`src/rtl/core/sddc_pkg.sv`:
```
`default_nettype none

package sddc_pkg;

   // pipeline depth, one valid bit per stage
   localparam int NUM_STAGES = 5;

   // payload widths
   localparam int SERIAL_W   = 23;
   localparam int DAY_W      = 5;
   localparam int MONTH_W    = 4;
   localparam int YEAR_IN_W  = 14;
   localparam int YEAR_OUT_W = 12;

   // mode codes
   localparam logic MODE_DECODE = 1'b0;
   localparam logic MODE_ENCODE = 1'b1;

   // calendar constants
   localparam int SER_MIN         = 4;
   localparam int SER_MAX         = 109211;
   localparam int SER_1900_END    = 36527;
   localparam int REBASE_EARLY    = 4;
   localparam int REBASE_LATE     = 3;
   localparam int CYCLE_DAYS      = 1461;
   localparam int CYCLE_LAST      = 1460;
   localparam int BASE_YEAR       = 1801;
   localparam int YEAR_DAYS       = 365;
   localparam int LAST_CYCLE_YEAR = 3;
   localparam int NO_LEAP_CENTURY = 1900;
   localparam int MONTHS          = 12;
   localparam int FEB             = 2;
   localparam int CENT_YEARS      = 100;
   localparam int CENT_LAST       = 99;
   localparam int YEAR_LIMIT      = 9999;
   localparam int EPOCH_OFFSET    = 657433;

   // reciprocal constants: q = (x * RECIP) >> SHIFT is exact over the used span
   localparam int CYCLE_RECIP   = 183735;
   localparam int CYCLE_RECIP_W = 18;
   localparam int CYCLE_SHIFT   = 28;
   localparam int CENT_RECIP    = 10486;
   localparam int CENT_RECIP_W  = 14;
   localparam int CENT_SHIFT    = 20;

   // internal widths
   localparam int DOFF_W  = 17;  // rebased serial, up to 109208
   localparam int CYC_W   = 7;   // four-year cycle count, up to 74
   localparam int REM_W   = 11;  // day inside a cycle, up to 1460
   localparam int DOY_W   = 9;   // day of year, up to 365
   localparam int BASE_W  = 10;  // days before month plus day, up to 365
   localparam int CENT_W  = 7;   // centuries and remainders below 100
   localparam int YDAYS_W = 22;  // whole-year day count, up to 3651769

   // per-stage load enables from the pipeline control
   typedef struct packed {
      logic [NUM_STAGES-1:0] load;
   } pipe_ctl_type;

   // non-leap days before the first of a month
   function automatic logic [DOY_W-1:0] month_days_before(input logic [MONTH_W-1:0] month);
      logic [DOY_W-1:0] days;
      case (month)
         4'd2:    days = 9'd31;
         4'd3:    days = 9'd59;
         4'd4:    days = 9'd90;
         4'd5:    days = 9'd120;
         4'd6:    days = 9'd151;
         4'd7:    days = 9'd181;
         4'd8:    days = 9'd212;
         4'd9:    days = 9'd243;
         4'd10:   days = 9'd273;
         4'd11:   days = 9'd304;
         4'd12:   days = 9'd334;
         default: days = 9'd0;
      endcase
      return days;
   endfunction

endpackage

`default_nettype wire

```
`src/rtl/core/sddc_if.sv`:
```
`default_nettype none

// request channel
interface sddc_req_if;
   import sddc_pkg::*;

   logic                        valid;
   logic                        ready;
   logic                        mode;
   logic signed [SERIAL_W-1:0]  serial_in;
   logic [DAY_W-1:0]            in_day;
   logic [MONTH_W-1:0]          in_month;
   logic [YEAR_IN_W-1:0]        in_year;

   modport source (output valid, mode, serial_in, in_day, in_month, in_year, input ready);
   modport sink   (input valid, mode, serial_in, in_day, in_month, in_year, output ready);
endinterface

// response channel
interface sddc_rsp_if;
   import sddc_pkg::*;

   logic                        valid;
   logic                        ready;
   logic signed [SERIAL_W-1:0]  serial_out;
   logic [DAY_W-1:0]            out_day;
   logic [MONTH_W-1:0]          out_month;
   logic [YEAR_OUT_W-1:0]       out_year;
   logic                        valid_res;

   modport source (output valid, serial_out, out_day, out_month, out_year, valid_res,
                   input ready);
   modport sink   (input valid, serial_out, out_day, out_month, out_year, valid_res,
                   output ready);
endinterface

`default_nettype wire

```
`src/rtl/core/serial_day_date_converter_core.sv`:
```
// throughput: one beat per cycle, five beats in flight; stalls hold each stage in place
// ready is an enable chain back from the response side through the five stage registers
// reset (synchronous, active high) empties all stages; payload registers are not reset
`default_nettype none

module serial_day_date_converter_core (
   input  logic         clock,
   input  logic         reset,
   sddc_req_if.sink     req_chan,
   sddc_rsp_if.source   rsp_chan
);
   import sddc_pkg::*;

   pipe_ctl_type ctl;
   logic         dec_ok;
   logic         enc_ok;

   // stage valid bits and load enables
   sddc_pipe_ctrl u_ctrl (
      .clock     (clock),
      .reset     (reset),
      .in_valid  (req_chan.valid),
      .in_ready  (req_chan.ready),
      .out_valid (rsp_chan.valid),
      .out_ready (rsp_chan.ready),
      .ctl       (ctl)
   );

   // serial to date lane
   sddc_decode u_decode (
      .clock     (clock),
      .ctl       (ctl),
      .mode      (req_chan.mode),
      .serial_in (req_chan.serial_in),
      .out_day   (rsp_chan.out_day),
      .out_month (rsp_chan.out_month),
      .out_year  (rsp_chan.out_year),
      .ok        (dec_ok)
   );

   // date to serial lane
   sddc_encode u_encode (
      .clock      (clock),
      .ctl        (ctl),
      .mode       (req_chan.mode),
      .in_day     (req_chan.in_day),
      .in_month   (req_chan.in_month),
      .in_year    (req_chan.in_year),
      .serial_out (rsp_chan.serial_out),
      .ok         (enc_ok)
   );

   // only the lane that matches the mode can report success
   assign rsp_chan.valid_res = dec_ok | enc_ok;

endmodule

`default_nettype wire

```
`src/rtl/core/sddc_pipe_ctrl.sv`:
```
`default_nettype none

module sddc_pipe_ctrl (
   input  logic                  clock,
   input  logic                  reset,
   input  logic                  in_valid,
   output logic                  in_ready,
   output logic                  out_valid,
   input  logic                  out_ready,
   output sddc_pkg::pipe_ctl_type ctl
);
   import sddc_pkg::*;

   logic [NUM_STAGES-1:0] valid_ff;
   logic [NUM_STAGES-1:0] valid_in;
   logic [NUM_STAGES-1:0] load;

   // a stage loads when it is empty or its successor loads
   always_comb begin
      load[NUM_STAGES-1] = !valid_ff[NUM_STAGES-1] || out_ready;
      for (int k = NUM_STAGES - 2; k >= 0; k--) begin
         load[k] = !valid_ff[k] || load[k+1];
      end
   end

   // valid bits follow the data
   always_comb begin
      valid_in[0] = load[0] ? in_valid : valid_ff[0];
      for (int k = 1; k < NUM_STAGES; k++) begin
         valid_in[k] = load[k] ? valid_ff[k-1] : valid_ff[k];
      end
   end

   always_ff @(posedge clock) begin
      if (reset) begin
         valid_ff <= '0;
      end else begin
         valid_ff <= valid_in;
      end
   end

   assign ctl.load  = load;
   assign in_ready  = load[0];
   assign out_valid = valid_ff[NUM_STAGES-1];

   // full pipe with a stalled output takes no new beat
   a_full_blocks: assert property (@(posedge clock) disable iff (reset)
      (&valid_ff && !out_ready) |-> !in_ready)
      else $error("beat accepted into a full stalled pipeline");

   // an accepted beat lands in the first stage
   a_accept_lands: assert property (@(posedge clock) disable iff (reset)
      (in_valid && in_ready) |=> valid_ff[0])
      else $error("accepted beat missing from first stage");

   // a held first stage keeps its beat
   a_hold_first: assert property (@(posedge clock) disable iff (reset)
      (valid_ff[0] && !load[0]) |=> valid_ff[0])
      else $error("stalled beat lost in first stage");

   // occupancy grows by at most one beat per cycle
   a_no_invent: assert property (@(posedge clock) disable iff (reset)
      1'b1 |=> ($countones(valid_ff) <= $past($countones(valid_ff)) + 1))
      else $error("pipeline occupancy jumped");

endmodule

`default_nettype wire

```
`src/rtl/core/sddc_decode.sv`:
```
`default_nettype none

module sddc_decode (
   input  logic                                 clock,
   input  sddc_pkg::pipe_ctl_type               ctl,
   input  logic                                 mode,
   input  logic signed [sddc_pkg::SERIAL_W-1:0] serial_in,
   output logic [sddc_pkg::DAY_W-1:0]           out_day,
   output logic [sddc_pkg::MONTH_W-1:0]         out_month,
   output logic [sddc_pkg::YEAR_OUT_W-1:0]      out_year,
   output logic                                 ok
);
   import sddc_pkg::*;

   localparam int PROD_W = DOFF_W + CYCLE_RECIP_W;

   logic                  ok1_in, ok1_ff;
   logic [DOFF_W-1:0]     doff1_in, doff1_ff;

   logic [PROD_W-1:0]     cyc_prod;
   logic                  ok2_ff;
   logic [DOFF_W-1:0]     doff2_ff;
   logic [CYC_W-1:0]      cyc2_in, cyc2_ff;

   logic [DOFF_W-1:0]     cyc_span;
   logic                  ok3_ff;
   logic [REM_W-1:0]      rem3_in, rem3_ff;
   logic [YEAR_OUT_W-1:0] year3_in, year3_ff;

   logic [1:0]            year_off;
   logic [REM_W-1:0]      year_start;
   logic                  ok4_ff;
   logic [DOY_W-1:0]      doy4_in, doy4_ff;
   logic [YEAR_OUT_W-1:0] year4_in, year4_ff;
   logic                  leap4_in, leap4_ff;

   logic [MONTH_W-1:0]    month5_in, month5_ff;
   logic [DAY_W-1:0]      day5_in, day5_ff;
   logic [YEAR_OUT_W-1:0] year5_in, year5_ff;
   logic                  ok5_ff;

   // stage 1: span check and rebase
   always_comb begin
      ok1_in   = (mode == MODE_DECODE) && (serial_in >= SER_MIN) && (serial_in <= SER_MAX);
      doff1_in = DOFF_W'(serial_in) - ((serial_in > SER_1900_END) ?
                 DOFF_W'(REBASE_LATE) : DOFF_W'(REBASE_EARLY));
   end

   always_ff @(posedge clock) begin
      if (ctl.load[0]) begin
         ok1_ff   <= ok1_in;
         doff1_ff <= doff1_in;
      end
   end

   // stage 2: four-year cycle count by reciprocal multiply
   assign cyc_prod = PROD_W'(doff1_ff) * PROD_W'(CYCLE_RECIP);
   assign cyc2_in  = cyc_prod[CYCLE_SHIFT +: CYC_W];

   always_ff @(posedge clock) begin
      if (ctl.load[1]) begin
         ok2_ff   <= ok1_ff;
         doff2_ff <= doff1_ff;
         cyc2_ff  <= cyc2_in;
      end
   end

   // stage 3: day inside the cycle and first year of the cycle
   always_comb begin
      cyc_span = DOFF_W'(cyc2_ff) * DOFF_W'(CYCLE_DAYS);
      rem3_in  = REM_W'(doff2_ff - cyc_span);
      year3_in = YEAR_OUT_W'(BASE_YEAR) + YEAR_OUT_W'({cyc2_ff, 2'b00});
   end

   always_ff @(posedge clock) begin
      if (ctl.load[2]) begin
         ok3_ff   <= ok2_ff;
         rem3_ff  <= rem3_in;
         year3_ff <= year3_in;
      end
   end

   // stage 4: year inside the cycle, day of year, leap flag
   always_comb begin
      if (rem3_ff >= REM_W'(3 * YEAR_DAYS)) begin
         year_off = 2'd3;
      end else if (rem3_ff >= REM_W'(2 * YEAR_DAYS)) begin
         year_off = 2'd2;
      end else if (rem3_ff >= REM_W'(YEAR_DAYS)) begin
         year_off = 2'd1;
      end else begin
         year_off = 2'd0;
      end
      year_start = REM_W'(year_off) * REM_W'(YEAR_DAYS);
      // last day of a cycle stays in the fourth year
      if (rem3_ff == REM_W'(CYCLE_LAST)) begin
         year_off = 2'(LAST_CYCLE_YEAR);
         doy4_in  = DOY_W'(YEAR_DAYS);
      end else begin
         doy4_in  = DOY_W'(rem3_ff - year_start);
      end
      year4_in = year3_ff + YEAR_OUT_W'(year_off);
      // decoded years lie in 1801..2099, so 1900 is the only century to skip
      leap4_in = (year4_in[1:0] == 2'b00) && (year4_in != YEAR_OUT_W'(NO_LEAP_CENTURY));
   end

   always_ff @(posedge clock) begin
      if (ctl.load[3]) begin
         ok4_ff   <= ok3_ff;
         doy4_ff  <= doy4_in;
         year4_ff <= year4_in;
         leap4_ff <= leap4_in;
      end
   end

   // stage 5: month walk as parallel compares against month starts
   always_comb begin
      logic [DOY_W-1:0] bound;
      logic [DOY_W-1:0] start;
      logic [DOY_W-1:0] year_len;
      logic [MONTH_W-1:0] month;
      month    = MONTH_W'(1);
      start    = '0;
      year_len = DOY_W'(YEAR_DAYS) + DOY_W'(leap4_ff);
      for (int m = 2; m <= MONTHS; m++) begin
         bound = month_days_before(MONTH_W'(m)) + DOY_W'(leap4_ff && (m > FEB));
         if (doy4_ff >= bound) begin
            month = MONTH_W'(m);
            start = bound;
         end
      end
      // day past the end of the year finds no month
      if (doy4_ff >= year_len) begin
         month = '0;
         start = year_len;
      end
      if (ok4_ff) begin
         month5_in = month;
         day5_in   = DAY_W'(doy4_ff - start + DOY_W'(1));
         year5_in  = year4_ff;
      end else begin
         month5_in = '0;
         day5_in   = '0;
         year5_in  = '0;
      end
   end

   always_ff @(posedge clock) begin
      if (ctl.load[4]) begin
         ok5_ff    <= ok4_ff;
         month5_ff <= month5_in;
         day5_ff   <= day5_in;
         year5_ff  <= year5_in;
      end
   end

   assign out_day   = day5_ff;
   assign out_month = month5_ff;
   assign out_year  = year5_ff;
   assign ok        = ok5_ff;

endmodule

`default_nettype wire

```
`src/rtl/core/sddc_encode.sv`:
```
`default_nettype none

module sddc_encode (
   input  logic                                 clock,
   input  sddc_pkg::pipe_ctl_type               ctl,
   input  logic                                 mode,
   input  logic [sddc_pkg::DAY_W-1:0]           in_day,
   input  logic [sddc_pkg::MONTH_W-1:0]         in_month,
   input  logic [sddc_pkg::YEAR_IN_W-1:0]       in_year,
   output logic signed [sddc_pkg::SERIAL_W-1:0] serial_out,
   output logic                                 ok
);
   import sddc_pkg::*;

   localparam int CPROD_W = YEAR_IN_W + CENT_RECIP_W;

   logic                  ok1_in, ok1_ff;
   logic [YEAR_IN_W-1:0]  yb1_in, yb1_ff;
   logic [BASE_W-1:0]     base1_in, base1_ff;
   logic                  late1_in, late1_ff;

   logic [CPROD_W-1:0]    cent_prod;
   logic                  ok2_ff;
   logic [YEAR_IN_W-1:0]  yb2_ff;
   logic [CENT_W-1:0]     cent2_in, cent2_ff;
   logic [YDAYS_W-1:0]    ydays2_in, ydays2_ff;
   logic [BASE_W-1:0]     base2_ff;
   logic                  late2_ff;

   logic [YEAR_IN_W-1:0]  cent_span;
   logic                  ok3_ff;
   logic [CENT_W-1:0]     rem3_in, rem3_ff;
   logic [YDAYS_W-1:0]    part3_in, part3_ff;
   logic [1:0]            yb_lo3_ff;
   logic [1:0]            cent_lo3_ff;
   logic [BASE_W-1:0]     base3_ff;
   logic                  late3_ff;

   logic                  leap4;
   logic                  ok4_ff;
   logic [SERIAL_W-1:0]   sum4_in, sum4_ff;

   logic [SERIAL_W-1:0]   serial5_in, serial5_ff;
   logic                  ok5_ff;

   // stage 1: field checks, year before, days into the year
   always_comb begin
      ok1_in   = (mode == MODE_ENCODE) && (in_day != '0) && (in_month != '0) &&
                 (in_year != '0) && (in_month <= MONTH_W'(MONTHS)) &&
                 (in_year <= YEAR_IN_W'(YEAR_LIMIT));
      yb1_in   = in_year - YEAR_IN_W'(1);
      base1_in = BASE_W'(month_days_before(in_month)) + BASE_W'(in_day);
      late1_in = in_month > MONTH_W'(FEB);
   end

   always_ff @(posedge clock) begin
      if (ctl.load[0]) begin
         ok1_ff   <= ok1_in;
         yb1_ff   <= yb1_in;
         base1_ff <= base1_in;
         late1_ff <= late1_in;
      end
   end

   // stage 2: centuries by reciprocal multiply, whole-year days
   assign cent_prod = CPROD_W'(yb1_ff) * CPROD_W'(CENT_RECIP);
   assign cent2_in  = cent_prod[CENT_SHIFT +: CENT_W];
   assign ydays2_in = YDAYS_W'(yb1_ff) * YDAYS_W'(YEAR_DAYS);

   always_ff @(posedge clock) begin
      if (ctl.load[1]) begin
         ok2_ff    <= ok1_ff;
         yb2_ff    <= yb1_ff;
         cent2_ff  <= cent2_in;
         ydays2_ff <= ydays2_in;
         base2_ff  <= base1_ff;
         late2_ff  <= late1_ff;
      end
   end

   // stage 3: year within century, Gregorian day count of the years before
   always_comb begin
      cent_span = YEAR_IN_W'(cent2_ff) * YEAR_IN_W'(CENT_YEARS);
      rem3_in   = CENT_W'(yb2_ff - cent_span);
      part3_in  = ydays2_ff + YDAYS_W'(yb2_ff >> 2) - YDAYS_W'(cent2_ff) +
                  YDAYS_W'(cent2_ff >> 2);
   end

   always_ff @(posedge clock) begin
      if (ctl.load[2]) begin
         ok3_ff      <= ok2_ff;
         rem3_ff     <= rem3_in;
         part3_ff    <= part3_in;
         yb_lo3_ff   <= yb2_ff[1:0];
         cent_lo3_ff <= cent2_ff[1:0];
         base3_ff    <= base2_ff;
         late3_ff    <= late2_ff;
      end
   end

   // stage 4: leap test on the year itself, read off the year before it
   always_comb begin
      leap4   = (yb_lo3_ff == 2'b11) &&
                ((rem3_ff != CENT_W'(CENT_LAST)) || (cent_lo3_ff == 2'b11));
      sum4_in = SERIAL_W'(part3_ff) + SERIAL_W'(base3_ff) + SERIAL_W'(leap4 && late3_ff);
   end

   always_ff @(posedge clock) begin
      if (ctl.load[3]) begin
         ok4_ff  <= ok3_ff;
         sum4_ff <= sum4_in;
      end
   end

   // stage 5: move to the serial epoch
   assign serial5_in = ok4_ff ? (sum4_ff - SERIAL_W'(EPOCH_OFFSET)) : '0;

   always_ff @(posedge clock) begin
      if (ctl.load[4]) begin
         ok5_ff     <= ok4_ff;
         serial5_ff <= serial5_in;
      end
   end

   assign serial_out = serial5_ff;
   assign ok         = ok5_ff;

endmodule

`default_nettype wire
```
`src/flat_wrapper.sv`:
```
// flat-port wrapper written by rule: the top's interface ports become plain ports
module serial_day_date_converter_core_flat import sddc_pkg::*;
  (clock, reset, req_chan_valid, req_chan_mode, req_chan_serial_in, req_chan_in_day, req_chan_in_month, req_chan_in_year, req_chan_ready, rsp_chan_valid, rsp_chan_serial_out, rsp_chan_out_day, rsp_chan_out_month, rsp_chan_out_year, rsp_chan_valid_res, rsp_chan_ready);
  sddc_req_if req_chan_i ();
  sddc_rsp_if rsp_chan_i ();
  input  logic clock;
  input  logic reset;
  input wire logic [$bits(req_chan_i.valid)-1:0] req_chan_valid;
  input wire logic [$bits(req_chan_i.mode)-1:0] req_chan_mode;
  input wire logic [$bits(req_chan_i.serial_in)-1:0] req_chan_serial_in;
  input wire logic [$bits(req_chan_i.in_day)-1:0] req_chan_in_day;
  input wire logic [$bits(req_chan_i.in_month)-1:0] req_chan_in_month;
  input wire logic [$bits(req_chan_i.in_year)-1:0] req_chan_in_year;
  output wire logic [$bits(req_chan_i.ready)-1:0] req_chan_ready;
  output wire logic [$bits(rsp_chan_i.valid)-1:0] rsp_chan_valid;
  output wire logic [$bits(rsp_chan_i.serial_out)-1:0] rsp_chan_serial_out;
  output wire logic [$bits(rsp_chan_i.out_day)-1:0] rsp_chan_out_day;
  output wire logic [$bits(rsp_chan_i.out_month)-1:0] rsp_chan_out_month;
  output wire logic [$bits(rsp_chan_i.out_year)-1:0] rsp_chan_out_year;
  output wire logic [$bits(rsp_chan_i.valid_res)-1:0] rsp_chan_valid_res;
  input wire logic [$bits(rsp_chan_i.ready)-1:0] rsp_chan_ready;
  assign req_chan_i.valid = req_chan_valid;
  assign req_chan_i.mode = req_chan_mode;
  assign req_chan_i.serial_in = req_chan_serial_in;
  assign req_chan_i.in_day = req_chan_in_day;
  assign req_chan_i.in_month = req_chan_in_month;
  assign req_chan_i.in_year = req_chan_in_year;
  assign req_chan_ready = req_chan_i.ready;
  assign rsp_chan_valid = rsp_chan_i.valid;
  assign rsp_chan_serial_out = rsp_chan_i.serial_out;
  assign rsp_chan_out_day = rsp_chan_i.out_day;
  assign rsp_chan_out_month = rsp_chan_i.out_month;
  assign rsp_chan_out_year = rsp_chan_i.out_year;
  assign rsp_chan_valid_res = rsp_chan_i.valid_res;
  assign rsp_chan_i.ready = rsp_chan_ready;
  serial_day_date_converter_core u_core (.clock(clock), .reset(reset), .req_chan(req_chan_i), .rsp_chan(rsp_chan_i));
endmodule
```
`config.mk`:
```
export PLATFORM = sky130hd
export DESIGN_NAME = serial_day_date_converter_core_flat
export DESIGN_NICKNAME = d
export VERILOG_FILES = /design/src/rtl/core/sddc_pkg.sv /design/src/rtl/core/sddc_if.sv /design/src/rtl/core/serial_day_date_converter_core.sv /design/src/rtl/core/sddc_pipe_ctrl.sv /design/src/rtl/core/sddc_decode.sv /design/src/rtl/core/sddc_encode.sv /design/src/flat_wrapper.sv
export SDC_FILE = /design/constraint.sdc
export NUM_CORES = 1
export LEC_CHECK = 0
export ABC_AREA = 1
export BUFFER_PORTS_ARGS = -buffer_cell sky130_fd_sc_hd__buf_2
export CAP_MARGIN = 30
export CORE_ASPECT_RATIO = 1.25
export CORE_MARGIN = 1.5
export CORE_UTILIZATION = 50
export DETAILED_ROUTE_END_ITERATION = 16
export GPL_TIMING_DRIVEN = 0
export PLACE_DENSITY = 0.69
export SYNTH_ARGS = -nofsm -noshare
export SYNTH_HDL_FRONTEND = slang
export SYNTH_SLANG_ARGS = --single-unit
export TNS_END_PERCENT = 100
```
`constraint.sdc`:
```
create_clock -name clock -period 17.13 [get_ports clock]
set_input_delay 5.139 -clock clock [delete_from_list [all_inputs] [get_ports clock]]
set_output_delay 5.139 -clock clock [all_outputs]
set_load 0.005 [all_outputs]
```
# ---- Yosys cells after proc, flatten, opt, wreduce, memory -nomap -nowiden
# Memory sizes are Yosys's and may differ from the RTL's.
# Index checks and enable logic that the tools add are counted.
dict set report word_totals {
  ff_bits 285
  mem_bits_ro 144
  mem_count 1
}
dict set report op_classes {
  add_sub_neg 27
  mul 6
  n_lt_le_gt_ge 21
  n_eq_ne 5
  mux 28
  bitwise_logic 3
  reduce_logical 27
}
# name depth word_bits rd rd_clocked_by_memory_dff write_ports line
set mem_list {}
lappend mem_list {{(no name shown)} 16 9 1 0 0 sddc_pkg.sv:63} ;# case (month)
# cell count
set op_table {}
lappend op_table {{>= comparator 9 bit} 8}
lappend op_table {{two-way mux 5 bit} 12}
lappend op_table {{adder 8 x 1 -> 9 bit (first input constant)} 4}
lappend op_table {{adder 9 x 1 -> 9 bit (first input constant)} 4}
lappend op_table {{multiplier 17 x 18 -> 35 bit (second input constant)} 1}
lappend op_table {{multiplier 14 x 13 -> 26 bit (second input constant)} 1}
lappend op_table {{adder 22 x 10 -> 23 bit} 1}
lappend op_table {{adder 23 x 1 -> 23 bit} 1}
lappend op_table {{>= comparator 23 x 4 -> 1 bit (second input constant)} 1}
lappend op_table {{greater-than comparator 23 x 17 -> 1 bit (second input constant)} 1}
lappend op_table {{less-or-equal comparator 23 x 18 -> 1 bit (second input constant)} 1}
lappend op_table {{subtractor 23 x 20 -> 23 bit (second input constant)} 1}
lappend op_table {{adder 22 x 12 -> 22 bit} 1}
lappend op_table {{adder 22 x 5 -> 22 bit} 1}
lappend op_table {{multiplier 14 x 9 -> 22 bit (second input constant)} 1}
lappend op_table {{subtractor 22 x 7 -> 22 bit} 1}
lappend op_table {{two-way mux 4 bit} 5}
lappend op_table {{>= comparator 9 x 8 -> 1 bit} 2}
lappend op_table {{subtractor 17 x 4 -> 17 bit} 1}
lappend op_table {{adder 7 x 1 -> 8 bit (first input constant)} 2}
lappend op_table {{two-way mux 3 bit} 5}
lappend op_table {{less-or-equal comparator 14 bit (second input constant)} 1}
lappend op_table {{nonzero test 14 bit} 1}
lappend op_table {{subtractor 14 x 1 -> 14 bit (second input constant)} 1}
lappend op_table {{other kinds (35)} 59}

# ---- Depth between registers and ports, before layout
dict set report depth {
  word_depth 15
  depth_mapped 25
}

# ---- Modules after synthesis
# From an unflattened synthesis, not the netlist that was laid out.
dict set report unflattened {
  hier_cells 3375
  hier_area_um2 29555.8
}
# module instances cells_each area_per_inst_um2 seq_area_each_um2
set by_module_without_submodules {}
lappend by_module_without_submodules {sddc_encode 1 1859 16025.4 5104.9}
lappend by_module_without_submodules {sddc_decode 1 1490 13326.5 3123.0}
lappend by_module_without_submodules {sddc_pipe_ctrl 1 23 192.7 100.1}
lappend by_module_without_submodules {serial_day_date_converter_core 1 3 11.3 0.0}

# ---- Worst setup path after synthesis
# OpenSTA, ideal clock, no wires.
dict set report synth_path {
  path_type {input to output}
  start {input rsp_chan_ready}
  end {output req_chan_ready}
  arrival_time_ns 9.856
  required_ns 11.991
  slack_ns 2.135
  cell_stages 8
  path_cell_list {nor2_1 > inv_1 > nor2_1 > inv_1 > nor2_1 > inv_1 > nor2_1 > nand2_1}
}
# item line
set synth_rtl {}
lappend synth_rtl {{from (decl)} flat_wrapper.sv:21} ;# input wire logic [$bits(rsp_chan_i.ready)-1:0] rsp_chan_ready;
lappend synth_rtl {{to (decl)} flat_wrapper.sv:14} ;# output wire logic [$bits(req_chan_i.ready)-1:0] req_chan_ready;

==> results_dict.tcl <==
set metrics [dict create \
    run_status "finished, final reports clean" \
    io_buffers 97 \
    period_needed_ps 13210 \
    cp-end-kind "output pin" \
    cp_num_buf_inv 5 \
    start_util 0.506 \
    avgSynthCellArea_um2 9.80 \
    syn_to_final_growth_pct 9.19 \
    grt_pass1_wl_mm 92.6 \
    layout_setup_ws_ps 3920 \
    synth_top_family_by_area "adder cells" \
    worstReg2RegStart "u_core.u_decode.doff1_ff[8]" \
    multi_input_area_um2 16400 \
    synth_top_area_frac 0.302 \
    grt_pass1_vias 19800 \
    maxCapViolations 0 \
    hold_buffers 0 \
    required_ps 11990 \
    synth_compound_area_frac 0.0654 \
    rsz0062_at_grt "no" \
    drive_gt1_frac 0.0688 \
    synth-seq-area-share 0.305 \
    grt-ovfl-total 0 \
    hold_path.class "register to register" \
    num-nets-final 3618 \
    core_area_um2 53800 \
    n_antenna_cell 0 \
    wirelength_mm 54.8 \
    synth_cell_types 59 \
    grt_max_degree 73 \
    cp_cell_sequence "buf_2 -> nor2_1 -> inv_2 -> nor2_1 -> inv_2 -> nor2_1 -> inv_2 -> nor2_1 -> nand2_2 -> buf_2" \
    finalCritPeriodShare 0.771 \
    grtUsageTotal 0.205 \
    synthMuxAreaShare 0 \
    fin_tns_setup_ps 0 \
    syn_area_um2 27300 \
    rows 95 \
    drc 0 \
    dp_slack_ps 3830 \
    firstDrtPassIters 5 \
    yosysMostFrequentCell "inv_1" \
    ant_nets 0 \
    die_w_um 212 \
    ys_ff_latch 279 \
    cts_resized 0 \
    vias 18500 \
    ys_top_cells_by_count "inv_1, ha_1, nand2_1, edfxtp_1, fa_1" \
    hold_path_startpoint "u_core.u_encode.base2_ff[9]" \
    wl_per_cell_um 15.0 \
    synth.net_count 3486 \
    seqCellArea_um2 8330 \
    cts-htree-levels 1 \
    slowest_delay_ps 700 \
    startpoint_type "primary input" \
    max_slew_margin 0.328 \
    crit_path_start "rsp_chan_ready" \
    synth_fa_ha_area_frac 0.374 \
    ys.flop_type "edfxtp_1" \
    critPathKind "primary input to output pin" \
    post_cts.repair.setup_buffers 0 \
    reg2reg_depth 19 \
    cts_tree "done" \
    clockBufferDepth 3 \
    setup_violations 0 \
    finalClockSkew_ps 21.6 \
    path_common_cell "nor2_1" \
    async_flop_share 0 \
    hold-path-cell-count 0 \
    hpwlAfterDp_mm 46.6 \
    synth_area_leaders "edfxtp_1, fa_1, ha_1, inv_1, nand2_1" \
    drt-initial-drc-count 842 \
    yosysTopAreaCell "edfxtp_1" \
    root_buffer "clkbuf_16" \
    cts.sinks 279 \
    cts_made_buffers 31 \
    num-fill-cells 4718 \
    whs_ps 415 \
    viasPerCell 5.06 \
    slew_viol_final 0 \
    grt_antenna_before_repair 0 \
    fmax_mhz 75.7 \
    synth-simple-area-share 0.113 \
    yosysWarnings 0 \
    finalHoldViolCount 0 \
    critical-path-top-delay-family "buffers and inverters" \
    worst_pin_slew_ps 999 \
    final_util 0.553 \
    synth_xor_area_frac 0.0494 \
    cts.clk_slew.worst_paths_ps 60 \
    insertion_delay_ps 590 \
    die_h_um 264 \
    gp_congestion 0.937 \
    io_pins 98 \
    crit_arrival_ps 8070 \
    cp.depth 10 \
    cp_max_fo 49 \
    critPathSlowestCell "inv_2" \
    dieArea_um2 56000 \
    synth_edf_count 274 \
    synthCells 2781 \
]
-- routing by layer --
layer / routed length [um] / track usage / up-vias
met1: 23300 / 0.251 / 8834
met5: 0 / 0 / -
met3: 1860 / 0.0212 / 95
met4: 1490 / 0.0579 / 0
met2: 28100 / 0.380 / 339
li1: - / - / 9254
-- worst paths after layout --
path                            endpoint  slack (ps)
max reg2reg   u_core.u_decode.cyc2_ff[3]       11270
min          u_core.u_encode.base3_ff[9]         420
min reg2reg  u_core.u_encode.base3_ff[9]         420
max                       req_chan_ready        3920
-- logic make-up after synthesis --
logic type	count (synthesis)
AO/OA/AOI/OAI	317
buffers and inverters	673
AND/OR/NAND/NOR	705
flip-flops	279
adder cells (fa/ha/maj)	654
XOR/XNOR	153
-- cell usage in the layout, fill, tap and decap left out, types with 3 or more instances in the layout --
cell	Yosys	routed
ha_1	386	386
o21ai_0	76	76
a211oi_1	4	4
clkbuf_1	4	5
a21boi_0	3	3
nand3_1	91	91
nor4_1	13	13
o31ai_1	5	5
nor2_1	156	156
clkinv_1	2	5
o21a_1	6	6
clkbuf_16	0	31
o21bai_1	8	8
a31oi_1	15	15
edfxtp_1	274	274
or2_2	5	5
clkinv_2	0	8
a21oi_1	155	155
fa_1	268	268
o211ai_1	4	4
buf_2	2	99
inv_1	659	655
dfxtp_1	5	5
bufinv_16	0	5
nor2_2	6	6
a21boi_1	3	3
nand4_1	27	27
nand2_2	7	8
xor2_1	102	102
xnor2_1	50	50
o21ai_1	12	12
nor3_1	35	35
a21o_1	10	10
nor4_2	3	3
inv_2	6	9
nand3b_1	4	4
nand2_1	342	341
inv_6	0	3
-- state kept, by name, indices dropped and copies added, names as in the netlist, 9 cells and up --
register	flops
u_core.u_decode.doy4_ff	9
u_core.u_encode.base3_ff	10
u_core.u_encode.ydays2_ff	20
u_core.u_encode.base2_ff	10
u_core.u_encode.base1_ff	10
u_core.u_encode.yb1_ff	14
u_core.u_encode.serial_out	23
u_core.u_decode.out_year	12
u_core.u_decode.year4_ff	12
u_core.u_encode.yb2_ff	14
u_core.u_encode.part3_ff	22
u_core.u_decode.rem3_ff	11
u_core.u_encode.sum4_ff	23
u_core.u_decode.doff2_ff	11
u_core.u_decode.year3_ff	10
u_core.u_decode.doff1_ff	17
-- final cells by class --
cell class | instances | area share
buffer | 6 | 0.000841
clock buffer | 33 | 0.0266
clock inverter | 24 | 0.00912
inverter | 667 | 0.0842
multi-input combinational | 1829 | 0.551
sequential | 279 | 0.280
tap | 727 | 0.0306
timing repair buffer | 99 | 0.0177
-- stage by stage --
| stage | cell area, um2 | std cells |
|---|---|---|
| 2_1_floorplan | 27300 | 2781 |
| 3_3_place_gp | 28700 | 3605 |
| 3_5_place_dp | 28700 | 3607 |
| 4_1_cts | 29800 | 3664 |
| 5_1_grt | 29800 | 3664 |
| 6_report | 29800 | 3664 |
Power is not shown: default switching activity piles up to over one toggle a cycle in this logic, so the estimate is an artifact.
